$ cat src/rtl/ptst_pkg.sv
// ----------------------------------------------------------------------------
// ptst_pkg
// Shared types and constants for the page table state tracker.
// ----------------------------------------------------------------------------
package ptst_pkg;

    localparam int PAGE_W    = 10;
    localparam int FRAME_W   = 8;
    localparam int CNT_W     = PAGE_W + 1;
    localparam int NUM_PAGES = 1 << PAGE_W;

    localparam logic [CNT_W-1:0] PAGE_LIMIT = CNT_W'(NUM_PAGES);

    typedef enum logic [2:0] {
        OP_ALLOC  = 3'd0,
        OP_FREE   = 3'd1,
        OP_QUERY  = 3'd2,
        OP_LOAD   = 3'd3,
        OP_RESID  = 3'd4,
        OP_NONRES = 3'd5,
        OP_EVICT  = 3'd6
    } t_op;

    typedef enum logic [2:0] {
        PS_UNUSED   = 3'd0,
        PS_NONRES   = 3'd1,
        PS_LOADING  = 3'd2,
        PS_RESIDENT = 3'd3,
        PS_EVICTING = 3'd4
    } t_pstate;

    typedef enum logic [2:0] {
        STS_OK        = 3'd0,
        STS_INVALID   = 3'd1,
        STS_UNUSED    = 3'd2,
        STS_STATE     = 3'd3,
        STS_FRAME     = 3'd4,
        STS_EXHAUSTED = 3'd5
    } t_status;

    // classified operation handed from front to back
    typedef struct packed {
        t_op                op;
        logic [PAGE_W-1:0]  page_id;
        logic [FRAME_W-1:0] frame_num;
        logic               invalid;
    } t_cmd;

endpackage

$ cat src/rtl/ptst_queue.sv
// ----------------------------------------------------------------------------
// ptst_queue
// Two-entry queue of classified operations between front and back.
// ----------------------------------------------------------------------------
module ptst_queue (
    input  logic           i_clk,
    input  logic           i_rst_n,
    input  logic           i_push,
    input  ptst_pkg::t_cmd i_cmd,
    output logic           o_full,
    input  logic           i_pop,
    output logic           o_valid,
    output ptst_pkg::t_cmd o_cmd
);

    ptst_pkg::t_cmd r_slot [2];
    logic           r_wr_ptr;
    logic           r_rd_ptr;
    logic [1:0]     r_count;
    logic [1:0]     n_count;

    assign o_full  = (r_count == 2'd2);
    assign o_valid = (r_count != 2'd0);
    assign o_cmd   = r_slot[r_rd_ptr];

    always_comb begin
        n_count = r_count;
        if (i_push && !(i_pop && o_valid)) begin
            n_count = r_count + 2'd1;
        end else if (!i_push && i_pop && o_valid) begin
            n_count = r_count - 2'd1;
        end
    end

    always_ff @(posedge i_clk) begin
        if (!i_rst_n) begin
            r_wr_ptr <= 1'b0;
            r_rd_ptr <= 1'b0;
            r_count  <= 2'd0;
        end else begin
            r_count <= n_count;
            if (i_push) begin
                r_wr_ptr <= ~r_wr_ptr;
            end
            if (i_pop && o_valid) begin
                r_rd_ptr <= ~r_rd_ptr;
            end
        end
    end

    always_ff @(posedge i_clk) begin
        if (i_push) begin
            r_slot[r_wr_ptr] <= i_cmd;
        end
    end

endmodule

$ cat config.mk
export PLATFORM = sky130hd
export DESIGN_NAME = ptst_queue
export DESIGN_NICKNAME = d
export VERILOG_FILES = /design/src/rtl/ptst_pkg.sv /design/src/rtl/ptst_queue.sv
export SDC_FILE = /design/constraint.sdc
export NUM_CORES = 1
export LEC_CHECK = 0
export BUFFER_PORTS_ARGS = -buffer_cell sky130_fd_sc_hd__buf_2
export CELL_PAD_IN_SITES_DETAIL_PLACEMENT = 1
export CELL_PAD_IN_SITES_GLOBAL_PLACEMENT = 1
export CORE_MARGIN = 5
export CORE_UTILIZATION = 42
export DETAILED_ROUTE_END_ITERATION = 12
export GPL_TIMING_DRIVEN = 0
export PLACE_DENSITY = 0.85
export SETUP_SLACK_MARGIN = 0.2
export SYNTH_ARGS = -nofsm -noshare
export SYNTH_HDL_FRONTEND = slang
export SYNTH_SLANG_ARGS = --single-unit
$ cat constraint.sdc
create_clock -name i_clk -period 2 [get_ports i_clk]
set_input_delay 0.3 -clock i_clk [delete_from_list [all_inputs] [get_ports i_clk]]
set_output_delay 0.3 -clock i_clk [all_outputs]
set_load 0.01 [all_outputs]
After elaboration in Yosys (flattened, before gate mapping):

Memory sizes are Yosys's and may differ from the RTL's. A register that Yosys moved wholly into a read port is not among the register bits.
Cells that the tools add are included.

* bitwise gates (word level): 2
* eq/ne operators: 1
* muxes and demuxes: 6
* reduce and logical (&&, ||, !) cells: 8
* $add $sub $neg: 2

Operators by type and width (count)
* logical AND 1 bit: 4
* 2-to-1 mux 1 bit: 4
* 2-to-1 mux 2 bit: 2
* nonzero test 2 bit: 2
* adder 2 x 1 -> 2 bit, second input constant: 1
* equality test 2 bit, second input constant: 1
* zero test 1 bit: 2
* NOT 1 bit: 2
* subtractor 2 x 1 -> 2 bit, second input constant: 1

* memory bits (writable): 44
* memories kept: 1
* output and inout port bits: 24
* word-level logic and storage cells: 23
* bits of input ports: 26
* bits in registers: 4

Memory list
* r_slot: depth 2, width 22, read ports 1, clocked after memory_dff 1, write ports 1, RTL line ptst_queue.sv:16 `ptst_pkg::t_cmd r_slot [2];`

Longest topological paths before layout:

* word-level depth: 5
* depth in mapped cells: 3

Least setup slack after synthesis:

Ideal clock, no wire load.

* path type: in2reg
* start point: input port i_push
* end point: memory r_slot[0][0] in the netlist's numbering (enable)
* data required time: 1595 ps
* path buffers: 0
* stages: 1
* data arrival time: 1351 ps
* path slack: 244 ps
* cells stage by stage: nor2b_1

* cells in the longest elaborated chain, start to end: 2

Ends and longest elaborated chain
* start: declaration: RTL line ptst_queue.sv:8 `input logic i_push,`
* 2-to-1 mux 1 bit: RTL line ptst_queue.sv:52 `if (i_push) begin`
* 2-to-1 mux 1 bit (implied by the code): RTL line ptst_queue.sv:53 `r_slot[r_wr_ptr] <= i_cmd;`
* end: declaration: RTL line ptst_queue.sv:16

Every way passes these cells.

==> summary.txt <==
Timing
  – Final worst path period share: between 80 and 90%
  – Final setup violation count: 0
  – Setup clock skew after layout: between 0.006 and 0.007 ns
  – Final Max Tran Viols: 0
  – Final Hold Violating Endpoints: 0
  – Setup_tns: 0 ns
  – Worst Tran Pin Value: between 1 and 1.5 ns
  – Highest attainable clock frequency: a little under 600 MHz
  – Remaining max-slew budget at the tightest pin: 30.82%
  – Setup repair after global routing missed its margin: true
  – Post-layout min period: about 1.7 ns

Logic synthesis
  – Mapped Avg Cell Area: approximately 20 um^2
  – Cell type with the highest aggregate area in the netlist: edfxtp_1
  – Warnings from Yosys: 0
  – Library cell with the highest instance count after synthesis: edfxtp_1
  – Leading cell types by count after synthesis: edfxtp_1, mux2_1, dfxtp_1
  – Post-synth top flop: edfxtp_1
  – Unique cell type count in the Yosys netlist: 18
  – Number of synthesized flops with an enable pin: 44
  – Syn Std Cell Area: 1814 um^2
  – Syn nets: between 100 and 150
  – Top area cells in the synthesized netlist: edfxtp_1, mux2_1, dfxtp_1
  – Share of synthesized area occupied by flip-flops and latches: 78.34%
  – Number of instances in the synthesized netlist: 93
  – Synth Register Bits: 49
  – Synth top area share: between 70% and 80%
  – Async S/R FF share, synth: 0%

Detailed routing
  – Violation count after the first detailed-route iteration: 13
  – First drt pass iteration count: 4
  – Final routed wirelength across all metal layers: between 3000 and 4000 um
  – Routed vias: a little over 1k
  – Drt wl/cell: around 19 um
  – Antenna Violating Nets Remaining: 0
  – Remaining DRCs: 0
  – Average via count per standard cell: 5.005

Floorplanning
  – Core Region: between 4000 and 5000 um^2
  – Top-Level Pins: 50
  – Die outline height: 75.73 um
  – Row count: 24
  – Full die area: ~5700 um^2
  – X dimension of the die: about 76 um
  – Initial standard-cell utilization of the core: 42.55%

Clocking
  – Number of buffers between clock root and the deepest sink: 2
  – Clock root cell: clkbuf_8
  – Total clock sinks: 49
  – Number of buffers created by CTS: 5
  – Deepest level of the CTS H-tree: 2
  – Setup bufs post-CTS: 0
  – TritonCTS clock tree: yes
  – Resize count post-CTS: 0
  – Clock latency reported for the late side of the worst-skew pair: ~0.29 ns
  – CTS clk-pin slew, worst paths: approximately 0.090 ns

Pwr
  – VDD IR-drop max: around 0.00055 V
  – Total power draw: 2.072 mW
  – Power per cell area: roughly 920 nW/um^2
  – Leakage: between 0.8 and 0.9 nW

Global routing
  – First-pass GRT wire length: 5554 um
  – Via count of the first global-routing pass: 1,096
  – Initial antenna violation count: 0
  – Pin count of the biggest net entering global routing: 23
  – Congestion Overflow GR: 0
  – Global-route usage over all layers: 13.88%

Critical path
  – Stage delay of the slowest cell on the critical path: between 0.4 and 0.5 ns
  – Type of the worst setup path: reg -> out
  – Critical-path top delay cell: dfxtp_1
  – Count of buffering cells on the critical path with inverters included: 2
  – Critical path endpoint category: output pin
  – Critical Path, Cell by Cell: buf_4 -> mux2_1 -> buf_2
  – Highest fanout seen on the critical path: 10
  – Required time of the critical path: about 1.7 ns
  – Data arrival time of the worst path: 1.43 ns
  – Flop-to-flop setup slack: 0.43 ns
  – Element type at the critical path start: register
  – Cell class contributing the biggest share of worst-path delay: flip-flops

Worst hold path
  – Hold crit path type: in -> reg

Layout
  – Synth-to-Final Area Change: 23.93%
  – Post-layout nets: 176
  – Number of antenna cells inserted: 0
  – Design Area, Final: between 2000 and 2500 um^2
  – Fraction of final layout cells sized beyond drive strength 1: between 30% and 40%
  – Post-layout instance count excluding filler cells: between 200 and 250

Place
  – Post-detailed-placement cell area: roughly 2100 um^2
  – Count of input and output buffers: between 40 and 50
  – Placed cells: between 150 and 200
  – Detail Placement HPWL: between 2000 and 3000 um
  – RD Place Congestion: approximately 0.64

Job
  – Number of maximum-capacitance violations: 0

Outcome
  – Run status: complete, no violations
-- path summary, 6_finish.rpt --
kind	start	endpoint	cells after the start
min reg2reg	r_count[1]	r_count[1]	2
max reg2reg	r_wr_ptr	r_slot[1][10]	1
min	i_cmd[4]	r_slot[1][4]	1
max	register	o_cmd[13]	3
-- registers in the layout, summed over array words and instances, names as in the netlist, named ones only --
register and count:
r_count 2, r_rd_ptr 1, r_wr_ptr 1, r_slot 44
-- cell families after synthesis --
logic type | share of synthesized area [%]
AOI/OAI and AO/OA | 1.655
buffers and inverters | 0.8273
muxes | 14.21
xor gates and xnor gates | 0.4828
and+or+nand+nor | 4.483
DFF | 78.35
-- placed cells by master, fill, tap and decap left out, drive strengths merged --
master and n:
buf 52, edfxtp 44, mux2 22, clkbuf 6
dfxtp 5, nor2b 4, and2 3, nand2b 2
a21oi 2, or2 1, o21ai 1, xnor2 1
nand2 1, mux2i 1, o21a 1, nand4b 1
o211ai 1, nor2 1, bufinv 1, clkinv 1
-- metal layers --
metal	wire length (um)	GRT usage, %	up-vias	part of all wire [%]
met3	198	3.166	6	5.2
met4	52	5.243	0	1.4
met5	0	0	-	0
met1	1280	13.68	513	34
met2	2286	27.61	27	60
li1	-	-	470	-
-- timing repair --
| item | 4_1_cts | 5_1_grt |
|---|---|---|
| hold buffers | 0 | 0 |
| endpoints found under the setup margin | 0 | 3 |
| endpoints found under the hold margin | 0 | 0 |
-- power by group --
group	total [mW]	leakage, nW	switching [mW]	internal (mW)
Combinational	0.210	0.351	0.115	0.0954
Clock	0.671	0.0528	0.302	0.369
Sequential	1.19	0.454	0.0180	1.17
-- area by class of cell --
cell class / instances / area [um^2]
Fill cell: 430 / 2016
Sequential cell: 49 / 1421
Multi-Input combinational cell: 42 / 380.4
Timing Repair Buffer: 50 / 260.3
Clock buffer: 6 / 72.57
Tap cell: 52 / 65.06
Clock inverter: 2 / 33.78
Buffer: 2 / 15.01
-- metrics by stage --
step | util, % | hold WS (ns) | worst slack (ns)
after CTS | 52.73 | 0.1808 | 0.2306
final | 52.73 | 0.1905 | 0.2684
after global placement | 49.82 | 0.4893 | -0.3476
after global routing | 52.73 | 0.1768 | 0.1898
after detailed placement | 50.23 | 0.4926 | 0.2530
after floorplan | - | 0.3989 | 0.2439
No activity file was read; power rests on OpenSTA's default activity.
