## src/rtl/ptst_pkg.sv

```systemverilog
// ----------------------------------------------------------------------------
// ptst_pkg
// Shared types and constants for the page table state tracker.
// ----------------------------------------------------------------------------
package ptst_pkg;

    localparam int PAGE_W    = 10;
    localparam int FRAME_W   = 8;
    localparam int CNT_W     = PAGE_W + 1;
    localparam int NUM_PAGES = 1 << PAGE_W;

    localparam logic [CNT_W-1:0] PAGE_LIMIT = CNT_W'(NUM_PAGES);

    typedef enum logic [2:0] {
        OP_ALLOC  = 3'd0,
        OP_FREE   = 3'd1,
        OP_QUERY  = 3'd2,
        OP_LOAD   = 3'd3,
        OP_RESID  = 3'd4,
        OP_NONRES = 3'd5,
        OP_EVICT  = 3'd6
    } t_op;

    typedef enum logic [2:0] {
        PS_UNUSED   = 3'd0,
        PS_NONRES   = 3'd1,
        PS_LOADING  = 3'd2,
        PS_RESIDENT = 3'd3,
        PS_EVICTING = 3'd4
    } t_pstate;

    typedef enum logic [2:0] {
        STS_OK        = 3'd0,
        STS_INVALID   = 3'd1,
        STS_UNUSED    = 3'd2,
        STS_STATE     = 3'd3,
        STS_FRAME     = 3'd4,
        STS_EXHAUSTED = 3'd5
    } t_status;

    // classified operation handed from front to back
    typedef struct packed {
        t_op                op;
        logic [PAGE_W-1:0]  page_id;
        logic [FRAME_W-1:0] frame_num;
        logic               invalid;
    } t_cmd;

endpackage

```

## src/rtl/ptst_front.sv

```systemverilog
// ----------------------------------------------------------------------------
// ptst_front
// Holds max_pages, accepts operations and classifies them for the back end.
// ----------------------------------------------------------------------------
module ptst_front (
    input  logic                           i_clk,
    input  logic                           i_rst_n,
    input  logic                           i_valid,
    output logic                           o_stall,
    input  logic [2:0]                     i_operation,
    input  logic [ptst_pkg::PAGE_W-1:0]    i_page_id,
    input  logic [ptst_pkg::FRAME_W-1:0]   i_frame_num,
    input  logic                           i_cfg_valid,
    output logic                           o_cfg_ready,
    input  logic [ptst_pkg::CNT_W-1:0]     i_cfg_max_pages,
    input  logic                           i_q_full,
    output logic                           o_push,
    output ptst_pkg::t_cmd                 o_cmd,
    output logic [ptst_pkg::CNT_W-1:0]     o_limit
);

    logic [ptst_pkg::CNT_W-1:0] r_max_pages;
    ptst_pkg::t_op              op;

    always_ff @(posedge i_clk) begin
        if (!i_rst_n) begin
            r_max_pages <= ptst_pkg::PAGE_LIMIT;
        end else if (i_cfg_valid) begin
            r_max_pages <= i_cfg_max_pages;
        end
    end

    assign o_cfg_ready = 1'b1;

    // values above the table size act as the table size
    assign o_limit = (r_max_pages > ptst_pkg::PAGE_LIMIT) ? ptst_pkg::PAGE_LIMIT
                                                          : r_max_pages;

    // the unassigned code behaves as query
    always_comb begin
        case (ptst_pkg::t_op'(i_operation))
            ptst_pkg::OP_ALLOC:  op = ptst_pkg::OP_ALLOC;
            ptst_pkg::OP_FREE:   op = ptst_pkg::OP_FREE;
            ptst_pkg::OP_LOAD:   op = ptst_pkg::OP_LOAD;
            ptst_pkg::OP_RESID:  op = ptst_pkg::OP_RESID;
            ptst_pkg::OP_NONRES: op = ptst_pkg::OP_NONRES;
            ptst_pkg::OP_EVICT:  op = ptst_pkg::OP_EVICT;
            default:             op = ptst_pkg::OP_QUERY;
        endcase
    end

    assign o_cmd.op        = op;
    assign o_cmd.page_id   = i_page_id;
    assign o_cmd.frame_num = i_frame_num;
    assign o_cmd.invalid   = ({1'b0, i_page_id} >= o_limit);

    assign o_stall = i_q_full;
    assign o_push  = i_valid && !i_q_full;

endmodule

```

## config.mk

```make
export PLATFORM = sky130hd
export DESIGN_NAME = ptst_front
export DESIGN_NICKNAME = d
export VERILOG_FILES = /design/src/rtl/ptst_pkg.sv /design/src/rtl/ptst_front.sv
export SDC_FILE = /design/constraint.sdc
export NUM_CORES = 1
export LEC_CHECK = 0
export BUFFER_PORTS_ARGS = -buffer_cell sky130_fd_sc_hd__buf_2
export CAP_MARGIN = 40
export CORE_MARGIN = 4
export CORE_UTILIZATION = 40
export CTS_BUF_LIST = sky130_fd_sc_hd__clkbuf_16
export DETAILED_ROUTE_END_ITERATION = 8
export PLACE_DENSITY = 0.82
export SLEW_MARGIN = 20
export SYNTH_ARGS = -nofsm -noshare
export SYNTH_HDL_FRONTEND = slang
export SYNTH_SLANG_ARGS = --single-unit
```

## constraint.sdc

```tcl
create_clock -name i_clk -period 3.5 [get_ports i_clk]
set_input_delay 0.175 -clock i_clk [delete_from_list [all_inputs] [get_ports i_clk]]
set_output_delay 0.175 -clock i_clk [all_outputs]
set_load 0.05 [all_outputs]
```

# --- Word level (Yosys, flattened, before mapping) ---
# Cells that the tools add are included.
op_classes:
  muxes: 2
  n_eq_ne: 5
  order_cmp: 2
  n_reduce_logical: 3
op_table:
  columns: ["operator", "n"]
  rows:
  - ["$pmux 3 s6", 1]
  - ["$ge 10x11->1", 1]
  - ["$gt 11x11->1 const B", 1]
  - ["$mux 11", 1]
  - ["$eq 3x3->1 const B", 3]
  - ["$eq 3x1->1 const B", 1]
  - ["$eq 3x2->1 const B", 1]
  - ["$logic_not 3->1", 1]
  - ["$logic_and 1x1->1", 1]
  - ["$logic_not 1->1", 1]
totals:
  ff_bits: 11
  wordCells: 13
  in_bits: 37

# --- Logic depth before layout (Yosys ltp) ---
# Gate-level depths: netlist (run 1).
depth:
  depth_word: 3
  depth_mapped: 7
  mapped_depth_nobuf: 6

# --- Worst setup path after synthesis (run 1) ---
# OpenSTA, ideal clock, no wires.
synth_timing:
  kind: "reg2out"
  start: "register r_max_pages[10] (netlist bit)"
  end: "output port o_cmd[0] (netlist bit)"
  arrival_ps: 2422
  path_stages_with_launch: 8
  slack_ps: 903
  path_buffers: 1
  t_required_ps: 3325
  path_cell_list: "dfxtp_1 -> buf_6 -> nor2b_1 -> ha_1 -> nor2b_1 -> o21ai_0 -> a21oi_1 -> o22ai_1"
synth_lines:
  columns: ["element", "line", "text"]
  rows:
  - ["start: declaration", "ptst_front.sv:22", "logic [ptst_pkg::CNT_W-1:0] r_max_pages;"]
  - ["start signal: assignment", "ptst_front.sv:27", "r_max_pages <= ptst_pkg::PAGE_LIMIT;"]
  - ["start signal: assignment", "ptst_front.sv:29", "r_max_pages <= i_cfg_max_pages;"]
  - ["end: declaration", "ptst_front.sv:18", "output ptst_pkg::t_cmd o_cmd,"]

==> flow_summary_export.csv, run 1 <==
group,metric,value,unit
setup_path,end_kind,"output port",
setup_path,worstSetupStartpointType,"flop",
sta,drv_slew,0,
sta,hold_slack,0.169,ns
worst_hold_path,hp-start,"i_cfg_max_pages[10]",
detailed_routing,viasPerCell,4.62,
setup_path,worst-path-max-fanout,14,
clock_network,holdBufCountCts,0,
detailed_routing,postRouteAntennaNets,0,
die,dieWidth,55.7,µm
die,rows,17,
clock_network,htree_levels,1,
setup_path,cp.arrival,1.91,ns
detailed_routing,drt_pass1_iterations,4,
setup_path,r2r_setup_slack,2.73,ns
clock_network,clk_pin_slew,0.04,ns
synth,synth_common_cells,"buf_4, nor2b_1, dfxtp_1, mux2i_1",
power,p_leak,0.000668,µW
clock_network,cts_tree,"yes",
cells_and_area,multi_input_area,468,µm²
synth,postSynthAreaPerCell,8.50,µm²
power,total_power,459,µW
job,drv_cap,0,
cells_and_area,syn2layout_area_growth,22.6,%
clock_network,clockRootBuffer,"clkbuf_16",
grt,grt_use_total,0.135,
setup_path,rr_endpoint,"r_max_pages[10]",
placed_design,hpwl,1720,µm
placed_design,io_buffers,55,
sta,timing.final.crit_share,0.596,
grt,grt_start_max_net_pins,15,
synth,synth_top_area_cell,"dfxtp_1",
cells_and_area,drive_gt1_frac,0.411,
detailed_routing,drc,0,
clock_network,clk_path_buf_depth,2,
synth,async_reset_ff_frac,0,
synth,ys_seq_area_frac,0.242,
placed_design,place.gp.congestion,0.684,
cells_and_area,nFillCells,203,
synth,synthTopCellsByArea,"dfxtp_1, buf_4, ha_1, mux2i_1, nor2b_1",
sta,rsz0062_at_grt,"no",
die,initial_core_util,0.415,
power,ir_worst_vdd,354,µV
synth,synth_top_area_share,0.242,
run_status,outcome,"complete, no violations",
detailed_routing,vias,780,
grt,antenna_found_initial,0,
die,die_h,55.7,µm
worst_hold_path,hold_end,"r_max_pages[10]",
clock_network,clock_latency,0.23,ns
synth,synth_seq_cells,11,
cells_and_area,seq_area,220,µm²
sta,setup_viol,0,
detailed_routing,post_drt_wl_per_cell,12.0,µm
sta,min_period,2.09,ns
cells_and_area,largestRegisters,"r_max_pages x11",
sta,hold_viol,0,
clock_network,cts_setup_buffers,0,
die,design.core.area,0.00219,mm²
die,die_area,0.00310,mm²
sta,finalSetupTns,0,ns
synth,ys_warn_count,0,
setup_path,critPathKind,"flop to output port",
detailed_routing,wl,2020,µm
placed_design,dpl_worst_slack,1.66,ns
sta,skew,0,ns
clock_network,cts_resized,0,
synth,synthFlopType,"dfxtp_1",
cells_and_area,largest_reg_flops,11,
synth,syn_area,910,µm²
synth,synth_cell_types,18,
worst_hold_path,hp-class,"input port to flop",
power,pwr_density_cell,412,mW/mm²
synth,synth_edf_count,0,
clock_network,cts_made_buffers,3,
clock_network,cts_sinks,11,
worst_hold_path,hold_depth,3,
sta,fmax,479,MHz
setup_path,rr_startpoint,"r_max_pages[10]",
setup_path,r2r_cells,2,
synth,synthCells,107,
detailed_routing,drt_iter0_markers,16,
synth,yosysMostFrequentCell,"buf_4",
cells_and_area,top_register,"r_max_pages",
grt,grt_pass1_wl,3350,µm
setup_path,crit_required,3.32,ns
die,io_pins,73,
sta,setup_slack,1.41,ns
cells_and_area,n_antenna_cell,0,
synth,synth_fp_nets,154,
grt,overflow,0,
grt,grt_pass1_vias,780,
cells_and_area,nets,189,
==> per-stage QoR <==
stage / utilization / instance area [µm²] / std cells
after floorplan: - / 910 / 107
after global placement: 0.473 / 1040 / 165
after CTS: 0.509 / 1110 / 169
after detailed placement: 0.473 / 1040 / 165
after global routing: 0.509 / 1110 / 169
final: 0.509 / 1110 / 169
==> worst max-delay path: stages (launching register included) <==
cell and delay (ns):
dfxtp_1 0.51, nand2b_1 0.19, ha_1 0.25, a21oi_1 0.17, o21ai_0 0.10, a21oi_1 0.14
o22ai_1 0.09, buf_2 0.23
==> cell usage in the layout, fill, tap and decap left out, drive strengths merged <==
cell type   n
ha         10
o21ai       2
nor2        1
nand2       4
nor2b      13
clkbuf      3
nand4b      1
mux2i      11
a21o        1
inv        11
a21boi      2
conb        1
nand2b      9
dfxtp      11
a21oi       5
o22ai       1
buf        55
==> worst max-delay path by stage <==
stage,startpoint,end,slack [ns],depth (start not counted)
4_1_cts,r_max_pages[10],o_cmd[0],1.39,7
2_1_floorplan,r_max_pages[10],o_cmd[0],0.90,7
6_report,r_max_pages[10],o_cmd[0],1.41,7
5_1_grt,r_max_pages[10],o_cmd[0],1.25,7
3_5_place_dp,r_max_pages[10],o_cmd[0],1.66,7
3_3_place_gp,r_max_pages[10],o_cmd[0],1.73,7
==> area by class of cell <==
cell class,count,share of cell area
Multi-Input combinational cell,61,0.420
Timing Repair Buffer,55,0.247
Sequential cell,11,0.198
Clock buffer,3,0.0673
Inverter,10,0.0337
Tap cell,28,0.0314
Clock inverter,1,0.00337
==> per-layer routing <==
layer	GRT usage	vias up	part of all wire
met5	0	-	0
met4	0.0868	0	0.025
met3	0.0325	9	0.088
met2	0.242	39	0.52
met1	0.138	343	0.36
li1	-	389	-
==> power by group <==
group | internal [µW] | switching (µW)
Combinational | 40.3 | 78.8
Sequential | 134 | 5.66
Clock | 149 | 51.4
==> cell families after synthesis <==
family          count (synthesis)  share of synthesized area
compound gates                 11                     0.0701
fa+ha+maj                      10                      0.138
buf+inv                        35                      0.243
flops                          11                      0.242
mux                            11                      0.121
other cells                     1                    0.00412
simple gates                   28                      0.182
Note: power is estimated with default switching activity, not from simulation.
==> run 2, diff against run 1 <==
--- a/config.mk
+++ b/config.mk
@@ -8,10 +8,10 @@
 export BUFFER_PORTS_ARGS = -buffer_cell sky130_fd_sc_hd__buf_2
 export CAP_MARGIN = 40
 export CORE_MARGIN = 4
-export CORE_UTILIZATION = 40
+export CORE_UTILIZATION = 39
 export CTS_BUF_LIST = sky130_fd_sc_hd__clkbuf_16
 export DETAILED_ROUTE_END_ITERATION = 8
-export PLACE_DENSITY = 0.82
+export PLACE_DENSITY = 0.8
 export SLEW_MARGIN = 20
 export SYNTH_ARGS = -nofsm -noshare
 export SYNTH_HDL_FRONTEND = slang
==> constraint.sdc (replaced) <==
create_clock -name i_clk -period 1.98 [get_ports i_clk]
set_input_delay 0.099 -clock i_clk [delete_from_list [all_inputs] [get_ports i_clk]]
set_output_delay 0.099 -clock i_clk [all_outputs]
set_load 0.05 [all_outputs]
==> run 2 against run 1 <==
Effect of this change: cell count stayed put; critical path type unchanged; largest power group unchanged; global-route usage is 0.93 points lower; flip-flop and latch count stayed put.
==> flow_summary_export.csv, run 2 (synthesized netlist as in run 1, its figures left out) <==
group,metric,value,unit
sta,finalSetupTns,0,ns
detailed_routing,vias,774,
setup_path,cp.arrival,1.74,ns
sta,hold_viol,0,
clock_network,cts_tree,"yes",
grt,overflow,0,
clock_network,holdBufCountCts,0,
sta,min_period,1.84,ns
grt,grt_pass1_vias,755,
setup_path,crit_start,"r_max_pages[10]",
clock_network,clock_latency,0.24,ns
worst_hold_path,hp-class,"input port to flop",
grt,grt_use_total,0.125,
placed_design,dpl_worst_slack,0.224,ns
cells_and_area,seq_area,224,µm²
detailed_routing,drc,0,
setup_path,r2r_cells,2,
setup_path,critPathKind,"flop to output port",
die,design.core.area,0.00221,mm²
setup_path,crit_required,1.88,ns
clock_network,htree_levels,1,
job,drv_cap,0,
setup_path,cp-endpoint,"o_cmd[0]",
cells_and_area,syn2layout_area_growth,25.9,%
die,die_area,0.00317,mm²
cells_and_area,drive_gt1_frac,0.447,
clock_network,cts_made_buffers,3,
cells_and_area,nFillCells,234,
sta,fmax,545,MHz
clock_network,clk_pin_slew,0.04,ns
detailed_routing,drt_iter0_markers,7,
sta,drv_slew,0,
run_status,outcome,"complete, no violations",
clock_network,clk_path_buf_depth,2,
setup_path,slowest_stage,"dfxtp_4",
setup_path,path_buf_inv,1,
cells_and_area,multi_input_area,488,µm²
setup_path,r2r_setup_slack,1.30,ns
power,pwr_density_cell,715,mW/mm²
detailed_routing,post_drt_wl_per_cell,11.3,µm
cells_and_area,largest_reg_flops,11,
setup_path,end_kind,"output port",
die,rows,17,
detailed_routing,drt_pass1_iterations,4,
setup_path,worstSetupStartpointType,"flop",
die,dieWidth,56.3,µm
detailed_routing,wl,1910,µm
setup_path,rr_startpoint,"r_max_pages[10]",
die,die_h,56.3,µm
cells_and_area,mostFrequentLayoutCell,"buf_2",
grt,antenna_found_initial,0,
sta,timing.final.crit_share,0.927,
placed_design,io_buffers,55,
setup_path,slowest_delay,0.37,ns
cells_and_area,top_register,"r_max_pages",
cells_and_area,mostFrequentLayoutCells,"buf_2, nor2b_1, inv_1, mux2i_1",
cells_and_area,nets,189,
placed_design,post_dp_cell_area,0.00104,mm²
die,io_pins,73,
clock_network,clockRootBuffer,"clkbuf_16",
placed_design,place.gp.congestion,0.688,
cells_and_area,largestRegisters,"r_max_pages x11",
placed_design,hpwl,1650,µm
sta,rsz0062_at_grt,"no",
sta,hold_slack,0.0789,ns
setup_path,critPathTopFamily,"compound AO/OA/AOI/OAI gates",
setup_path,cp_cell_sequence,"nand2b_1 -> ha_1 -> a21oi_2 -> o21ai_0 -> a21oi_1 -> o22ai_2 -> buf_6",
power,total_power,818,µW
cells_and_area,n_antenna_cell,0,
setup_path,rr_endpoint,"r_max_pages[10]",
power,p_leak,0.000679,µW
sta,setup_viol,0,
die,initial_core_util,0.411,
grt,grt_pass1_wl,3190,µm
power,ir_worst_vdd,723,µV
sta,skew,0,ns
detailed_routing,viasPerCell,4.58,
detailed_routing,postRouteAntennaNets,0,
clock_network,cts_sinks,11,
grt,grt_start_max_net_pins,15,
setup_path,path_depth,7,
setup_path,worst-path-max-fanout,14,
cells_and_area,final_area,0.00114,mm²
sta,setup_slack,0.145,ns
==> run 2: cell counts in the layout (fill, tap and decap cells not counted) <==
No cell type changed its count.
==> run 2: worst min-delay path, delay by kind of cell <==
family,cells,cell delay (ns)
buf+inv,1,0.07
mux,1,0.06
simple gates,1,0.05
==> run 2: report_power, final <==
group	total, µW	switching [µW]	leakage, µW	internal (µW)
combinational	216	140	0.000545	75.2
clock	356	91.9	0.0000423	264
sequential	247	11.0	0.0000909	236
total	818	243	0.000679	575
==> run 2: routing by layer <==
layer | wire length, µm | vias up | track usage
met1 | 710 | 348 | 0.140
met5 | 0 | - | 0
met2 | 987 | 35 | 0.217
met3 | 181 | 2 | 0.0322
met4 | 30 | 0 | 0.0644
li1 | - | 389 | -
==> run 2: through the flow <==
step | instances | util
floorplan | 107 | -
global placement | 165 | 0.472
detailed placement | 165 | 0.472
CTS | 169 | 0.508
global route | 169 | 0.518
finish | 169 | 0.518
==> run 2: layout make-up <==
| class | instances | area share |
|---|---|---|
| clock inverter | 1 | 0.00328 |
| clock buffer | 3 | 0.0656 |
| inverter | 10 | 0.0328 |
| sequential | 11 | 0.196 |
| tap | 28 | 0.0306 |
| multi-input combinational | 61 | 0.426 |
| timing repair buffer | 55 | 0.246 |
==> run 2: worst min-delay path by stage <==
stage,start,end,slack (ns),cells after the start
2_1_floorplan,i_rst_n,r_max_pages[0],0.23,1
3_3_place_gp,i_frame_num[7],o_cmd[8],0.20,0
3_5_place_dp,i_frame_num[7],o_cmd[8],0.20,0
4_1_cts,i_cfg_max_pages[10],r_max_pages[10],0.07,3
5_1_grt,i_cfg_max_pages[10],r_max_pages[10],0.1,3
6_report,i_cfg_max_pages[10],r_max_pages[10],0.08,3
==> run 2: what timing repair did <==
item,4_1_cts,5_1_grt
endpoints found under the setup margin,1,1
gates resized for setup,1,7
buffers inserted,0,0
pin swaps,0,1
